### src/rtl/rtf_pkg.sv
// rtf_pkg: shared widths, character codes and helper functions for the
// rich-text to plain-text filter; no dependencies

package rtf_pkg;

  localparam int CHAR_W  = 16;
  localparam int HEX_W   = 8;
  localparam int NIB_W   = 4;
  localparam int MATCH_W = 3;

  // character codes
  localparam logic [CHAR_W-1:0] CH_BACKSLASH = 16'h005C;
  localparam logic [CHAR_W-1:0] CH_APOS      = 16'h0027;
  localparam logic [CHAR_W-1:0] CH_SPACE     = 16'h0020;
  localparam logic [CHAR_W-1:0] CH_CR        = 16'h000D;
  localparam logic [CHAR_W-1:0] CH_LF        = 16'h000A;
  localparam logic [CHAR_W-1:0] CH_LBRACE    = 16'h007B;
  localparam logic [CHAR_W-1:0] CH_RBRACE    = 16'h007D;

  // escape phase codes
  localparam logic [1:0] ESC_NONE   = 2'd0;
  localparam logic [1:0] ESC_FIRST  = 2'd1;
  localparam logic [1:0] ESC_SECOND = 2'd2;

  // ansi match positions
  localparam logic [MATCH_W-1:0] POS_NONE  = 3'd0;
  localparam logic [MATCH_W-1:0] POS_BSL   = 3'd1;
  localparam logic [MATCH_W-1:0] POS_LAST  = 3'd4;

  typedef struct packed {
    logic             ok;
    logic [NIB_W-1:0] val;
  } hex_digit_t;

  // ascii hex digit decode
  function automatic hex_digit_t hex_decode(input logic [CHAR_W-1:0] c);
    hex_digit_t h;
    h.ok  = 1'b0;
    h.val = '0;
    if (c >= 16'h0030 && c <= 16'h0039) begin
      h.ok  = 1'b1;
      h.val = NIB_W'(c - 16'h0030);
    end else if (c >= 16'h0061 && c <= 16'h0066) begin
      h.ok  = 1'b1;
      h.val = NIB_W'(c - 16'h0061 + 16'd10);
    end else if (c >= 16'h0041 && c <= 16'h0046) begin
      h.ok  = 1'b1;
      h.val = NIB_W'(c - 16'h0041 + 16'd10);
    end
    return h;
  endfunction

  // letter of "ansi" expected at a match position
  function automatic logic [CHAR_W-1:0] ansi_letter(input logic [MATCH_W-1:0] pos);
    logic [CHAR_W-1:0] l;
    unique case (pos)
      3'd1:    l = 16'h0061;
      3'd2:    l = 16'h006E;
      3'd3:    l = 16'h0073;
      3'd4:    l = 16'h0069;
      default: l = 16'h0000;
    endcase
    return l;
  endfunction

endpackage

### src/rtl/rtf_in_if.sv
// rtf_in_if: input channel carrying one rich-text word per handshake
// depends on rtf_pkg

interface rtf_in_if;
  import rtf_pkg::*;

  logic              valid;
  logic              ready;
  logic              start_of_text;
  logic [CHAR_W-1:0] in_char;

  modport source (output valid, output start_of_text, output in_char, input ready);
  modport sink   (input valid, input start_of_text, input in_char, output ready);
endinterface

### src/rtl/rtf_out_if.sv
// rtf_out_if: output channel carrying one plain-text word per handshake
// depends on rtf_pkg

interface rtf_out_if;
  import rtf_pkg::*;

  logic              valid;
  logic              ready;
  logic [CHAR_W-1:0] out_char;

  modport source (output valid, output out_char, input ready);
  modport sink   (input valid, input out_char, output ready);
endinterface

### src/rtl/rtf_plain_text_filter_top.sv
// rtf_plain_text_filter_top: rich-text to plain-text character filter
// depends on rtf_pkg, rtf_in_if, rtf_out_if
//
// usage:
//   in_ch takes one 16-bit code unit of rich text per word; start_of_text
//   set on a word clears all parse state before that word is handled.
//   out_ch gives zero or one plain-text code unit per input word, in order.
//   control words, brace regions and leading blanks are dropped; after the
//   control word "ansi", backslash-apostrophe plus two hex digits emits
//   that code.
// timing:
//   one word per cycle sustained while out_ch takes its words. a word is
//   filtered while it sits in the input register and then lands in the
//   output register, from which it shows on out_ch.
// reset:
//   rst (synchronous) empties both registers and clears all parse state.
// stall:
//   the input register and output register advance together; while out_ch
//   is stalled with a word held, in_ch still takes one word into an empty
//   input register, then deasserts ready until out_ch drains.

module rtf_plain_text_filter_top (
  input logic      clk,
  input logic      rst,
  rtf_in_if.sink   in_ch,
  rtf_out_if.source out_ch
);
  import rtf_pkg::*;

  // input register
  logic              s1_valid;
  logic              s1_start;
  logic [CHAR_W-1:0] s1_char;

  // parse state
  logic               in_control_word, in_control_word_next;
  logic               in_brace_region, in_brace_region_next;
  logic               ansi_mode,       ansi_mode_next;
  logic               text_begun,      text_begun_next;
  logic [MATCH_W-1:0] ansi_match_pos,  ansi_match_pos_next;
  logic [1:0]         escape_phase,    escape_phase_next;
  logic [HEX_W-1:0]   hex_accum,       hex_accum_next;
  logic               hex_stopped,     hex_stopped_next;

  // output register
  logic              out_valid;
  logic [CHAR_W-1:0] out_char;

  logic              advance;
  logic              emit;
  logic [CHAR_W-1:0] result;

  // effective state after optional start-of-text clear
  logic               st_cw, st_brace, st_ansi, st_begun, st_stopped;
  logic [MATCH_W-1:0] st_pos, pos;
  logic [1:0]         st_esc;
  logic [HEX_W-1:0]   st_accum;
  hex_digit_t         hd;
  logic               drop;

  assign advance      = !out_valid || out_ch.ready;
  assign in_ch.ready  = !s1_valid || advance;
  assign out_ch.valid = out_valid;
  assign out_ch.out_char = out_char;

  // filter logic for the word in the input register
  always_comb begin
    st_cw      = s1_start ? 1'b0 : in_control_word;
    st_brace   = s1_start ? 1'b0 : in_brace_region;
    st_ansi    = s1_start ? 1'b0 : ansi_mode;
    st_begun   = s1_start ? 1'b0 : text_begun;
    st_pos     = s1_start ? POS_NONE : ansi_match_pos;
    st_esc     = s1_start ? ESC_NONE : escape_phase;
    st_accum   = s1_start ? '0 : hex_accum;
    st_stopped = s1_start ? 1'b0 : hex_stopped;

    in_control_word_next = st_cw;
    in_brace_region_next = st_brace;
    ansi_mode_next       = st_ansi;
    text_begun_next      = st_begun;
    ansi_match_pos_next  = st_pos;
    escape_phase_next    = st_esc;
    hex_accum_next       = st_accum;
    hex_stopped_next     = st_stopped;

    hd     = hex_decode(s1_char);
    emit   = 1'b0;
    result = s1_char;
    drop   = 1'b0;
    pos    = (st_pos > POS_LAST) ? POS_NONE : st_pos;

    priority if (st_esc == ESC_FIRST) begin
      // first hex digit
      hex_accum_next    = hd.ok ? {{(HEX_W-NIB_W){1'b0}}, hd.val} : '0;
      hex_stopped_next  = !hd.ok;
      escape_phase_next = ESC_SECOND;
    end else if (st_esc == ESC_SECOND) begin
      // second hex digit, emit the code
      if (!st_stopped && hd.ok) begin
        hex_accum_next = {st_accum[NIB_W-1:0], hd.val};
      end
      escape_phase_next    = ESC_NONE;
      in_control_word_next = 1'b0;
      emit                 = 1'b1;
      result               = {{(CHAR_W-HEX_W){1'b0}}, hex_accum_next};
    end else begin
      escape_phase_next   = ESC_NONE;
      ansi_match_pos_next = POS_NONE;
      priority if (pos == POS_BSL && s1_char == CH_APOS && st_ansi) begin
        // hex escape opens
        escape_phase_next = ESC_FIRST;
        hex_accum_next    = '0;
        hex_stopped_next  = 1'b0;
      end else if (s1_char == CH_BACKSLASH) begin
        in_control_word_next = 1'b1;
        ansi_match_pos_next  = POS_BSL;
      end else begin
        // track the "ansi" control word
        if (pos != POS_NONE && s1_char == ansi_letter(pos)) begin
          if (pos == POS_LAST) begin
            ansi_mode_next = 1'b1;
          end else begin
            ansi_match_pos_next = pos + 3'd1;
          end
        end
        // delimiters
        priority if (s1_char == CH_SPACE || s1_char == CH_CR || s1_char == CH_LF) begin
          in_control_word_next = 1'b0;
          drop                 = !st_begun;
        end else if (s1_char == CH_LBRACE) begin
          in_brace_region_next = 1'b1;
          in_control_word_next = 1'b0;
          drop                 = 1'b1;
        end else if (s1_char == CH_RBRACE) begin
          in_brace_region_next = 1'b0;
          in_control_word_next = 1'b0;
          drop                 = 1'b1;
        end else begin
          drop = 1'b0;
        end
        if (!drop && !in_control_word_next && !in_brace_region_next) begin
          text_begun_next = 1'b1;
          emit            = 1'b1;
        end
      end
    end
  end

  // input register
  always_ff @(posedge clk) begin
    if (rst) begin
      s1_valid <= 1'b0;
    end else if (in_ch.ready) begin
      s1_valid <= in_ch.valid;
    end
    if (in_ch.ready) begin
      s1_start <= in_ch.start_of_text;
      s1_char  <= in_ch.in_char;
    end
  end

  // parse state
  always_ff @(posedge clk) begin
    if (rst) begin
      in_control_word <= 1'b0;
      in_brace_region <= 1'b0;
      ansi_mode       <= 1'b0;
      text_begun      <= 1'b0;
      ansi_match_pos  <= POS_NONE;
      escape_phase    <= ESC_NONE;
      hex_accum       <= '0;
      hex_stopped     <= 1'b0;
    end else if (advance && s1_valid) begin
      in_control_word <= in_control_word_next;
      in_brace_region <= in_brace_region_next;
      ansi_mode       <= ansi_mode_next;
      text_begun      <= text_begun_next;
      ansi_match_pos  <= ansi_match_pos_next;
      escape_phase    <= escape_phase_next;
      hex_accum       <= hex_accum_next;
      hex_stopped     <= hex_stopped_next;
    end
  end

  // output register
  always_ff @(posedge clk) begin
    if (rst) begin
      out_valid <= 1'b0;
    end else if (advance) begin
      out_valid <= s1_valid && emit;
    end
    if (advance) begin
      out_char <= result;
    end
  end

  // closing an escape always produces a word
  a_escape_emits: assert property (@(posedge clk) disable iff (rst)
    (advance && s1_valid && !s1_start && escape_phase == ESC_SECOND) |=> out_valid)
    else $error("escape end did not emit a word");

  // text_begun only drops on a new text
  a_begun_cleared: assert property (@(posedge clk) disable iff (rst)
    $fell(text_begun) |-> $past(s1_valid && s1_start))
    else $error("text_begun cleared without start_of_text");

  // input stalls only with both registers full
  a_stall_full: assert property (@(posedge clk) disable iff (rst)
    !in_ch.ready |-> (s1_valid && out_valid))
    else $error("input stalled with a free register");

endmodule

### src/flat_wrapper.sv
// flat-port wrapper written by rule: the top's interface ports become plain ports
module rtf_plain_text_filter_top_flat import rtf_pkg::*;
  (clk, rst, in_ch_valid, in_ch_start_of_text, in_ch_in_char, in_ch_ready, out_ch_valid, out_ch_out_char, out_ch_ready);
  rtf_in_if in_ch_i ();
  rtf_out_if out_ch_i ();
  input logic clk;
  input logic rst;
  input wire logic [$bits(in_ch_i.valid)-1:0] in_ch_valid;
  input wire logic [$bits(in_ch_i.start_of_text)-1:0] in_ch_start_of_text;
  input wire logic [$bits(in_ch_i.in_char)-1:0] in_ch_in_char;
  output wire logic [$bits(in_ch_i.ready)-1:0] in_ch_ready;
  output wire logic [$bits(out_ch_i.valid)-1:0] out_ch_valid;
  output wire logic [$bits(out_ch_i.out_char)-1:0] out_ch_out_char;
  input wire logic [$bits(out_ch_i.ready)-1:0] out_ch_ready;
  assign in_ch_i.valid = in_ch_valid;
  assign in_ch_i.start_of_text = in_ch_start_of_text;
  assign in_ch_i.in_char = in_ch_in_char;
  assign in_ch_ready = in_ch_i.ready;
  assign out_ch_valid = out_ch_i.valid;
  assign out_ch_out_char = out_ch_i.out_char;
  assign out_ch_i.ready = out_ch_ready;
  rtf_plain_text_filter_top u_core (.clk(clk), .rst(rst), .in_ch(in_ch_i), .out_ch(out_ch_i));
endmodule
### config.mk
export PLATFORM = sky130hd
export DESIGN_NAME = rtf_plain_text_filter_top_flat
export DESIGN_NICKNAME = d
export VERILOG_FILES = /design/src/rtl/rtf_pkg.sv /design/src/rtl/rtf_in_if.sv /design/src/rtl/rtf_out_if.sv /design/src/rtl/rtf_plain_text_filter_top.sv /design/src/flat_wrapper.sv
export SDC_FILE = /design/constraint.sdc
export NUM_CORES = 1
export LEC_CHECK = 0
export ABC_AREA = 1
export BUFFER_PORTS_ARGS = -buffer_cell sky130_fd_sc_hd__clkbuf_2
export CORE_ASPECT_RATIO = 1.75
export CORE_MARGIN = 3
export CORE_UTILIZATION = 25
export DETAILED_ROUTE_END_ITERATION = 10
export GPL_TIMING_DRIVEN = 0
export SLEW_MARGIN = 40
export SYNTH_ARGS = -nofsm -noshare
export SYNTH_HDL_FRONTEND = slang
export SYNTH_SLANG_ARGS = --single-unit
export TNS_END_PERCENT = 30
### constraint.sdc
create_clock -name clk -period 3.4 [get_ports clk]
set_clock_uncertainty 0.2 [all_clocks]
set_input_delay 0.51 -clock clk [delete_from_list [all_inputs] [get_ports clk]]
set_output_delay 0.51 -clock clk [all_outputs]
set_load 0.01 [all_outputs]
Word level (Yosys, flattened, before mapping)
Index checks and enable logic that the tools add are counted.
Cells by class
  equality and inequality tests: 14
  $lt $le $gt $ge: 7
  muxes and demuxes: 81
  reduce and logical (&&, ||, !) cells: 24
  add/subtract/negate cells: 6
Operators with widths (count)
  16-bit two-way mux: 6
  1-bit two-way mux: 54
  16-bit by 7-bit equality test with 1-bit output (second input constant): 3
  8-bit two-way mux: 5
  16-bit by 4-bit equality test with 1-bit output (second input constant): 2
  16-bit by 6-bit equality test with 1-bit output (second input constant): 2
  16-bit by 7-bit greater-or-equal comparator with 1-bit output (second input constant): 2
  16-bit by 7-bit less-or-equal comparator with 1-bit output (second input constant): 2
  7-bit case mux with 4 select lines: 1
  3-bit two-way mux: 8
  16-bit equality test: 1
  16-bit by 6-bit greater-or-equal comparator with 1-bit output (second input constant): 1
  16-bit by 6-bit less-or-equal comparator with 1-bit output (second input constant): 1
  5-bit two-way mux: 3
  4-bit by 1-bit subtractor with 4-bit output (second input constant): 3
  1-bit logical AND: 11
  4-bit adder (second input constant): 2
  1-bit logical NOT: 8
  3-bit by 2-bit equality test with 1-bit output (second input constant): 2
  2-bit two-way mux: 3
  1-bit logical OR: 4
  4-bit two-way mux: 1
  3-bit by 1-bit adder with 3-bit output (second input constant): 1
  3-bit by 1-bit equality test with 1-bit output (second input constant): 1
  other kinds (5): 5
Word-level totals
  register bits: 53
  output and inout bits: 18

Longest topological paths before layout
Gate-level depths: netlist of the first run.
  depth after elaboration: 18
  gate-level depth with buffers: 15
  mapped depth without buffers: 15

Least setup slack after synthesis of the first run
OpenSTA, ideal clock, no wires.
  kind: register to register
  start point: reg u_core.s1_start
  end point: reg u_core.ansi_match_pos[1]
  setup slack: 1.217 ns
  data required time: 3.130 ns
  arrival time: 1.913 ns
  stages on the path, launching flop included: 15
  setup time: 0.070 ns
  path through: edfxtp_1 buf_6 nor2_1 inv_1 nor2_1 inv_1 ha_1 nand4_2 nand3_1 nand2_1 nand2_1 nor2_1 and2_1 nand3b_1 a21oi_1
On the way
  cells in the longest elaborated chain, start to end: 16
  elaborated cells between the ends (all ways): 28
  classes of those cells: 1 x add/sub; 1 x order compare; 7 x eq/ne; 15 x mux; 4 x reduce/logical
RTL lines
  start: declaration: line rtf_plain_text_filter_top.sv:32  | logic s1_start;
  start signal: assignment: line rtf_plain_text_filter_top.sv:157  | s1_start <= in_ch.start_of_text;
  3-bit two-way mux: line rtf_plain_text_filter_top.sv:72  | st_pos = s1_start ? POS_NONE : ansi_match_pos;
  3-bit > comparator: line rtf_plain_text_filter_top.sv:90  | pos = (st_pos > POS_LAST) ? POS_NONE : st_pos;
  3-bit two-way mux: line rtf_plain_text_filter_top.sv:90
  3-bit equality test (tied with other cells): line rtf_pkg.sv:56, rtf_plain_text_filter_top.sv:120
  7-bit case mux with 4 select lines: line rtf_pkg.sv:56  | unique case (pos)
  16-bit two-way mux: line rtf_plain_text_filter_top.sv:114  | end else if (s1_char == CH_BACKSLASH) begin
  16-bit two-way mux: line rtf_plain_text_filter_top.sv:109  | priority if (pos == POS_BSL && s1_char == CH_APOS && st_ansi) begin
  16-bit two-way mux: line rtf_plain_text_filter_top.sv:97  | end else if (st_esc == ESC_SECOND) begin
  16-bit two-way mux: line rtf_plain_text_filter_top.sv:92  | priority if (st_esc == ESC_FIRST) begin
  16-bit equality test: line rtf_plain_text_filter_top.sv:119  | if (pos != POS_NONE && s1_char == ansi_letter(pos)) begin
  1-bit logical AND: line rtf_plain_text_filter_top.sv:119
  3-bit two-way mux: line rtf_plain_text_filter_top.sv:119
  3-bit two-way mux: line rtf_plain_text_filter_top.sv:114
  3-bit two-way mux: line rtf_plain_text_filter_top.sv:109
  3-bit two-way mux: line rtf_plain_text_filter_top.sv:97
  3-bit two-way mux *: line rtf_plain_text_filter_top.sv:92
  end signal: assignment: line rtf_plain_text_filter_top.sv:178  | ansi_match_pos <= ansi_match_pos_next;
  end: declaration: line rtf_plain_text_filter_top.sv:40  | logic [MATCH_W-1:0] ansi_match_pos, ansi_match_pos_next;
Every way passes the cells marked *; elsewhere a longest branch is shown, timed or not. The select of a mux whose other input is x is not followed.
A chain may end at the register's enable or synchronous reset.

Worst setup path in the final report of the first run
  start point: reg u_core.s1_char[0]
  end point: reg u_core.out_char[2] (netlist: u_core.out_ch.out_char[2]), data pin
On the way
  cells in the longest elaborated chain, start to end: 9
  elaborated cells between the ends (all ways): 21
  classes of those cells: 5 x add/sub; 6 x order compare; 6 x mux; 4 x reduce/logical
RTL lines
  start: declaration: line rtf_plain_text_filter_top.sv:33  | logic [CHAR_W-1:0] s1_char;
  start signal: assignment: line rtf_plain_text_filter_top.sv:158  | s1_char <= in_ch.in_char;
  parallel branches: the longest is 4 deep, another holds 4-bit by 1-bit subtractor with 4-bit output
  5-bit two-way mux *: line rtf_pkg.sv:40  | if (c >= 16'h0030 && c <= 16'h0039) begin
  1-bit logical AND: line rtf_plain_text_filter_top.sv:99  | if (!st_stopped && hd.ok) begin
  8-bit two-way mux *: line rtf_plain_text_filter_top.sv:99
  16-bit two-way mux *: line rtf_plain_text_filter_top.sv:97
  16-bit two-way mux *: line rtf_plain_text_filter_top.sv:92
  net u_core.result[2]: line rtf_plain_text_filter_top.sv:51  | logic [CHAR_W-1:0] result;
  end signal: assignment: line rtf_plain_text_filter_top.sv:193  | out_char <= result;
  end: declaration: line rtf_plain_text_filter_top.sv:47  | logic [CHAR_W-1:0] out_char;
Mark *: on every way through the listed nets, which the timed path passes.

==> flow_summary.toml, run 1 <==
[timing]
tightest_slew_ns = 0.770
finalSetupTns_ns = 0
final.period_utilization_pct = 77.4
hold_violations = 0
setup_viol = 0
max_freq_mhz = 380
finalCriticalPeriod_ns = 2.63
slew_viol_final = 0
setup_slack_ns = 0.769
grt_setup_unrepaired = "no"
slew_headroom_pct = 48.6

[global_route]
grt.busiest_layer = "met2"
grt.total_usage_pct = 11.4
grt_overflow = 0
use_met3_pct = 1.68
grt_pass1_wl_um = 12000
met1_usage_pct = 11.3
grt_max_degree = 20
antenna_found_initial = 0
grt_pass1_vias = 2559
met2_usage_pct = 21.7

[clock_tree]
cts_buffer_depth = 2
path_clk_slew_ns = 0.08
cts_buffers = 5
cts_htree_levels = 2
ctsResizeCount = 0
cts_sinks = 53
cts_setup_buffers = 0
root_buffer = "clkbuf_16"
clock_latency_ns = 0.30
cts_tree = "built"
postCtsHoldBufs = 0

[logic_synthesis]
ys_ff_latch = 53
yosys.cell_types.count = 37
synth_seq_area_share_pct = 45.7
synthCells = 384
yosysWarnings = 0
synth_top_area_share_pct = 32.5
yosys-top-cells-count = "nand2_1 (89), inv_1 (51), nor2_1 (35), edfxtp_1 (33), nand3_1 (32)"
yosysTopAreaCell = "edfxtp_1"
netlist_top_cells_area = "edfxtp_1 (33%), dfxtp_1 (13%), nand2_1 (11%)"
syn_avg_cell_area_um2 = 7.93
ys_async_sr_fraction_pct = 0
synth_edf_count = 33
yosysMostFrequentCell = "nand2_1"
syn_area_um2 = 3050
ys.flop_type = "edfxtp_1"
syn_nets = 414

[placement]
hpwl_um = 5970
numPortBuffers = 37
place.gp.congestion = 0.869
pre_cts_slack_ns = 0.655

[layout]
syn2layout_area_growth_pct = 16.8
n_fill_cell = 1264
multiInputGateArea_um2 = 1370
antenna_cells = 0
layout.area.seq_um2 = 1390
drive_above_1_share_pct = 17.2
fin_nets = 458

[critical_path]
critPathArrivalTime_ns = 2.47
cp-end-kind = "flip-flop"
crit_chain = "inv_1 -> ha_1 -> nor3_1 -> nor2_2 -> nand2_1 -> nand2_1 -> xor2_1 -> nand3_1 -> nand3_1 -> o21ai_0"
cp_max_fo = 7
r2r_slack_ns = 0.77
critical-path-top-delay-family = "simple AND/OR/NAND/NOR gates"
cp_data_required_time_ns = 3.24
criticalPathCategory = "reg2reg"
critPathMaxStageDelay_ns = 0.50
critPathSlowestCell = "edfxtp_1"
worst-path-buf-inv = 1
critPathLaunchType = "flip-flop"

[die]
fp-row-count = 52
die_h_um = 152
die_area_um2 = 13600
core-area_um2 = 11700
initial_core_util_pct = 26.0
pin_count = 39
die_w_um = 89.4

[power]
peakVddDrop_mv = 0.263
cellLeakagePower_nw = 1.64
pwr_density_cell_nw_per_um2 = 412

[hold_path]
hold_path_class = "in2reg"

[routing]
ant_nets = 0
vias_per_cell = 4.74
drcViolationCount = 0
drtPass1Iterations = 4
totalWireLength_um = 7540
num_vias = 2673
drt_iter0_markers = 171
wire_per_inst_um = 13.4

[status]
status = "finished clean"

[run]
drv_cap = 0
==> report_power, final <==
group	switching, mW	internal [mW]
Sequential	0.0226	0.726
Clock	0.253	0.283
Combinational	0.115	0.0656
Total	0.390	1.07
==> flip-flops by register name, summed over array words and instances, names as in the netlist <==
name and count:
u_core.s1_char 16, u_core.out_ch.out_char 16, u_core.hex_stopped 1, u_core.s1_valid 1
u_core.s1_start 1, u_core.hex_accum 8, u_core.escape_phase 2, u_core.ansi_match_pos 3
u_core.text_begun 1, u_core.in_control_word 1, u_core.ansi_mode 1, u_core.out_ch.valid 1
u_core.in_brace_region 1
==> per-layer routing <==
metal | part of all wire, % | wire [µm] | vias up
met4 | 2.6 | 193 | 0
met5 | 0 | 0 | -
met1 | 37 | 2820 | 1244
li1 | - | - | 1349
met2 | 57 | 4280 | 67
met3 | 3.3 | 251 | 13
==> area by class of cell <==
cell class	instances	share of cell area (%)
flip-flops and latches	53	39.1
clock inverters	3	0.809
well taps	135	4.75
plain buffers	11	2.14
repair buffers	37	5.20
inverters	56	5.91
clock buffers	5	3.52
multi-input cells	264	38.6
==> per-stage QoR <==
step,power [mW],hold WS (ns),std cells,area [µm²],util [%]
2_1_floorplan,0.878,0.244,384,3050,-
3_3_place_gp,0.939,0.255,556,3400,29.0
3_5_place_dp,0.944,0.268,556,3400,29.0
4_1_cts,1.48,0.174,564,3550,30.3
5_1_grt,1.53,0.170,564,3560,30.4
6_report,1.46,0.182,564,3560,30.4
==> placed cells by master, fill, tap and decap left out, types with 2 or more instances in the layout <==
cell type	instances
buf_4	2
nand2_1	89
o21ai_0	31
a21oi_1	27
inv_1	51
nand2_4	2
edfxtp_1	33
xor2_1	2
o211ai_1	2
nand3_1	31
nor2_2	2
nand3_2	3
nand4_1	3
dfxtp_1	20
nor2_1	35
ha_1	9
o21bai_1	5
clkbuf_1	5
inv_2	5
clkbuf_2	37
clkbuf_16	5
nand3b_1	4
nor2_4	3
nand2_2	5
==> cell families after synthesis <==
group           Yosys count  synth area share [%]
compound gates           69                  12.2
xor+xnor                  3                 0.863
fa+ha+maj                 9                  3.70
buf+inv                  67                  9.41
flops                    53                  45.7
simple gates            183                  28.2
==> worst paths after layout <==
path | start | end | cells past startpoint
worst max-delay path | u_core.s1_char[0] | u_core.out_ch.out_char[2] | 10
worst min-delay path | in_ch_in_char[9] | u_core.s1_char[9] | 1
worst max register to register | u_core.s1_char[0] | u_core.out_ch.out_char[2] | 10
worst min register to register | u_core.in_control_word | u_core.in_control_word | 2
Power figures use the tool's default switching activity.
==> run 2, diff against run 1 <==
Settings changed: ABC_AREA 1 to 0.
Clock period 3.4 ns to 2.5 ns, I/O delays scaled along.
==> flow_summary.toml, run 2 <==
[die]
die_w_um = 87.1
die_h_um = 148
initial_core_util_pct = 25.8
core-area_um2 = 11200
die_area_um2 = 12900
pin_count = 39
fp-row-count = 51

[timing]
max_freq_mhz = 393
tightest_slew_ns = 0.829
slew_headroom_pct = 44.6
hold_violations = 0
final.period_utilization_pct = 102
holdWs_ns = 0.0467
grt_setup_unrepaired = "yes"
setup_viol = 4
slew_viol_final = 0
finalCriticalPeriod_ns = 2.54
setup_slack_ns = -0.0422

[logic_synthesis]
ys_ff_latch = 53
yosysMostFrequentCell = "edfxtp_1"
syn_area_um2 = 2880
synth_top_area_share_pct = 34.4
yosysTopAreaCell = "edfxtp_1"
syn_avg_cell_area_um2 = 10.2
synthCells = 282
synth_edf_count = 33
ys_async_sr_fraction_pct = 0
yosys.cell_types.count = 65
yosys-top-cells-count = "edfxtp_1 (33), nand2_1 (29), dfxtp_1 (20), nor2_1 (15), a21oi_1 (14)"
ys.flop_type = "edfxtp_1"
synth_seq_area_share_pct = 48.3
yosysWarnings = 0
syn_nets = 312
netlist_top_cells_area = "edfxtp_1 (34%), dfxtp_1 (14%), ha_1 (3.9%)"

[layout]
syn2layout_area_growth_pct = 34.4
drive_above_1_share_pct = 35.5
fin_area_um2 = 3870
n_fill_cell = 1091
layout.area.seq_um2 = 1390
fin_nets = 390
multiInputGateArea_um2 = 1580
layout_commonest_cell = "clkbuf_2"
final_cell_mix = "clkbuf_2 (39), edfxtp_1 (33), nand2_1 (28), buf_4 (28), dfxtp_1 (20)"
antenna_cells = 0
largest_registers = "u_core.out_ch.out_char: 16 flops, u_core.s1_char: 16 flops, u_core.hex_accum: 8 flops"
fin_util_pct = 34.7

[clock_tree]
root_buffer = "clkbuf_16"
path_clk_slew_ns = 0.07
cts_buffers = 5
cts_buffer_depth = 2
clock_latency_ns = 0.30
cts_htree_levels = 2
cts_sinks = 53
postCtsHoldBufs = 0
cts_tree = "built"

[placement]
hpwl_um = 5620
pre_cts_slack_ns = -0.357
dpl-instance-area_um2 = 3240
place.gp.congestion = 0.815
numPortBuffers = 38

[routing]
drt_iter0_markers = 198
drcViolationCount = 0
drtPass1Iterations = 4
num_vias = 2564
wire_per_inst_um = 15.9
totalWireLength_um = 7860
vias_per_cell = 5.20
ant_nets = 0

[global_route]
grt.total_usage_pct = 12.3
grt_pass1_wl_um = 12500
grt_max_degree = 19
antenna_found_initial = 0
grt_overflow = 0
grt_pass1_vias = 2515

[critical_path]
critPathLaunchType = "flip-flop"
cp_max_fo = 5
critPathArrivalTime_ns = 2.38
cp-end-kind = "flip-flop"
criticalPathCategory = "reg2reg"
cp_data_required_time_ns = 2.34

[run]
drv_cap = 0

[power]
peakVddDrop_mv = 0.283
cellLeakagePower_nw = 1.43
pwr_density_cell_nw_per_um2 = 482
finalPower_mw = 1.87

[status]
violations = "setup timing"
status = "finished, violations left"

[hold_path]
hold_path_class = "in2reg"
[run 2: cell types whose count changed in the layout (fill, tap and decap cells not counted), sizes merged, moves of 7 or more]
cell,delta
nand2,-66
inv,-48
buf,+31
nand3,-26
nor2,-25
o21ai,-16
a21oi,-11
and2,+10
a22o,+8
clkbuf,+7
[run 2: final timing paths]
| kind | endpoint | cells past startpoint | from | slack [ns] |
|---|---|---|---|---|
| setup / recovery | u_core.out_ch.out_char[6] | 8 | u_core.s1_char[10] | -0.04 |
| hold / removal | u_core.s1_start | 1 | in_ch_start_of_text | 0.05 |
| setup reg to reg | u_core.out_ch.out_char[6] | 8 | u_core.s1_char[10] | -0.04 |
| hold reg to reg | u_core.ansi_mode | 2 | u_core.ansi_mode | 0.25 |
[run 2: layout make-up]
class	instances	share of cell area, %
Sequential cell	53	36.0
Buffer	13	1.78
Clock buffer	6	3.33
Multi-Input combinational cell	205	40.9
Timing Repair Buffer	71	12.3
Clock inverter	2	0.388
Inverter	11	1.16
Tap cell	132	4.27
[run 2: power breakdown]
group,switching (mW),internal [mW],leakage [nW]
Combinational,0.115,0.0777,0.856
Clock,0.314,0.372,0.0631
Sequential,0.0177,0.971,0.509
Total,0.446,1.42,1.43
[run 2: through the flow]
stage	setup TNS, ns	instances
CTS	-0.930	483
global route	-1.52	493
finish	-0.147	493
floorplan	-0.0342	282
detailed placement	-5.20	452
global placement	-4.89	452
[run 2: critical path: stages, from the launching register on]
cell and delay, ns:
edfxtp_1 0.38, or4_4 0.59, nor3_4 0.17, buf_12 0.15, nand3_4 0.11, a21oi_4 0.23
buf_12 0.15, mux2i_4 0.23, o21ai_1 0.08
[run 2: what timing repair did]
action | 4_1_cts | 5_1_grt
buffers inserted | 23 | 10
endpoints found under the hold margin | 0 | 0
gates cloned | 0 | 0
resized for setup | 12 | 40
pin swaps | 11 | 28
setup endpoints to repair | 24 | 24
[run 2: cells by family after synthesis]
| family | share of synthesized area [%] |
|---|---|
| AND/OR/NAND/NOR | 22.5 |
| AO/OA/AOI/OAI | 18.5 |
| flip-flops | 48.3 |
| buffers and inverters | 3.43 |
| adder cells (fa/ha/maj) | 4.26 |
| multiplexers | 2.13 |
| XOR/XNOR | 0.913 |
[run 2: layer usage]
metal  up-vias  part of all wire (%)  GRT usage [%]
li1       1219                     -              -
met1      1240                    36           12.6
met2        74                    55           22.9
met3        31                   3.5           1.56
met4         0                   5.3           7.14
met5         -                     0              0
==> run 3, diff against run 2 <==
Settings changed: HOLD_SLACK_MARGIN set to 0.15, SETUP_SLACK_MARGIN set to 0.4.
==> flow_summary.toml, run 3 (synthesized netlist as in run 2, its figures left out) <==
[layout]
final_cell_mix = "clkbuf_2 (40), edfxtp_1 (33), nand2_1 (27), buf_4 (27), dfxtp_1 (20)"
multiInputGateArea_um2 = 1600
largest_registers = "u_core.out_ch.out_char: 16 flops, u_core.s1_char: 16 flops, u_core.hex_accum: 8 flops"
antenna_cells = 0
layout_commonest_cell = "clkbuf_2"
drive_above_1_share_pct = 33.2
n_fill_cell = 1078
syn2layout_area_growth_pct = 40.0
fin_util_pct = 36.1
layout.area.seq_um2 = 1390
fin_nets = 406

[status]
status = "finished, violations left"
violations = "setup timing"

[clock_tree]
path_clk_slew_ns = 0.07
cts_tree = "built"
root_buffer = "clkbuf_16"
clock_latency_ns = 0.29
cts_sinks = 53
cts_htree_levels = 2
cts_buffer_depth = 2
cts_buffers = 5

[timing]
max_freq_mhz = 397
hold_violations = 0
slew_viol_final = 0
tightest_slew_ns = 0.759
setup_slack_ns = -0.0185
final.period_utilization_pct = 101
slew_headroom_pct = 49.3
finalCriticalPeriod_ns = 2.52
setup_viol = 3
grt_setup_unrepaired = "yes"

[critical_path]
critPathLaunchType = "flip-flop"
cp_max_fo = 3
reg2regPathDepth = 6
cp-end-kind = "flip-flop"
r2r_slack_ns = -0.02
cp_data_required_time_ns = 2.54
critPathMaxStageDelay_ns = 0.58
critPathSlowestCell = "or4_4"
worst_r2r_startpoint = "u_core.s1_char[13]"
r2r_end = "u_core.text_begun"
criticalPathCategory = "reg2reg"
worst-path-buf-inv = 0
critPathArrivalTime_ns = 2.56
crit_chain = "or4_4 -> nor4_1 -> nand3_1 -> a2bb2oi_1 -> and4_1 -> a22o_1"
critical-path-top-delay-family = "simple AND/OR/NAND/NOR gates"

[global_route]
antenna_found_initial = 0
use_met3_pct = 1.39
grt_pass1_wl_um = 12500
grt_pass1_vias = 2611
met1_usage_pct = 11.9
grt.total_usage_pct = 12.3
grt.busiest_layer = "met2"
grt_overflow = 0
met2_usage_pct = 23.7
grt_max_degree = 19

[power]
swShare_pct = 23.7
seqPwrFrac_pct = 52.4
finalPower_mw = 1.88
pwr-share-comb_pct = 11.5
cellLeakagePower_nw = 1.49
peakVddDrop_mv = 0.295
pwr_density_cell_nw_per_um2 = 468
p_switching_mw = 0.447
power.share.clock_pct = 36.1
intPower_mw = 1.44

[routing]
wire_per_inst_um = 15.6
drcViolationCount = 0
vias_per_cell = 5.09
drt_iter0_markers = 208
num_vias = 2589
totalWireLength_um = 7940
drtPass1Iterations = 4
ant_nets = 0

[run]
drv_cap = 0

[die]
die_w_um = 87.1
die_h_um = 148
fp-row-count = 51
pin_count = 39
initial_core_util_pct = 25.8
core-area_um2 = 11200
die_area_um2 = 12900

[placement]
hpwl_um = 5670
place.gp.congestion = 0.810
numPortBuffers = 38

[hold_path]
min_from = "out_ch_ready"
whs_path_depth = 4
hold_path_class = "in2reg"
hold_end = "u_core.s1_valid"
run 3: timing repair:
action | in CTS | in global routing
setup endpoints to repair | 27 | 27
pin swaps | 17 | 19
gates resized for setup | 24 | 25
endpoints found under the hold margin | 18 | 0
hold buffers | 18 | 0
buffers inserted | 21 | 10
run 3: how the worst max path moves through the flow:
stage,cells past startpoint,slack (ns),start,endpoint
3_3_place_gp,6,-0.31,u_core.s1_char[10],u_core.out_ch.out_char[4]
6_report,6,-0.02,u_core.s1_char[13],u_core.text_begun
2_1_floorplan,7,-0.03,u_core.s1_char[10],u_core.out_ch.out_char[0]
3_5_place_dp,6,-0.34,u_core.s1_char[10],u_core.out_ch.out_char[4]
5_1_grt,8,-0.11,u_core.s1_char[13],u_core.out_ch.out_char[6]
4_1_cts,8,-0.06,u_core.s1_char[15],u_core.out_ch.out_char[7]
run 3: power groups by stage:
stage / Combinational [mW] / Clock [mW] / Sequential, mW
6_report: 0.216 / 0.681 / 0.988
5_1_grt: 0.237 / 0.740 / 0.992
4_1_cts: 0.205 / 0.699 / 0.988
3_5_place_dp: 0.162 / 0 / 1.01
3_3_place_gp: 0.160 / 0 / 1.01
2_1_floorplan: 0.0880 / 0 / 1.02
run 3: routing by layer:
| layer | routed length (µm) | part of all wire [%] | vias to the layer above |
|---|---|---|---|
| li1 | - | - | 1251 |
| met1 | 2800 | 35 | 1251 |
| met2 | 4560 | 57 | 65 |
| met3 | 255 | 3.2 | 22 |
| met4 | 326 | 4.1 | 0 |
| met5 | 0 | 0 | - |
run 3: final cells by class:
class / count / share of cell area, %
inverters: 11 / 1.12
clock inverters: 2 / 0.373
clock buffers: 6 / 3.20
flip-flops and latches: 53 / 34.5
plain buffers: 13 / 1.65
multi-input cells: 205 / 39.7
repair buffers: 87 / 15.3
well taps: 132 / 4.10
run 3: worst register-to-register path: cells and delay by family (launching register included):
kind,cells,cell delay (ns)
and+or+nand+nor,4,1.45
AOI/OAI and AO/OA,2,0.43
DFF,1,0.38
run 3: per-stage QoR:
step,instances,TNS [ns],hold WS (ns),setup slack [ns],cell area [µm²]
CTS,499,-0.353,0.267,-0.0618,3840
floorplan,282,-0.0341,0.215,-0.0341,2910
global placement,452,-3.97,0.248,-0.315,3260
finish,509,-0.0224,0.264,-0.0185,4030
global route,509,-1.45,0.299,-0.113,4030
detailed placement,452,-4.31,0.257,-0.343,3260
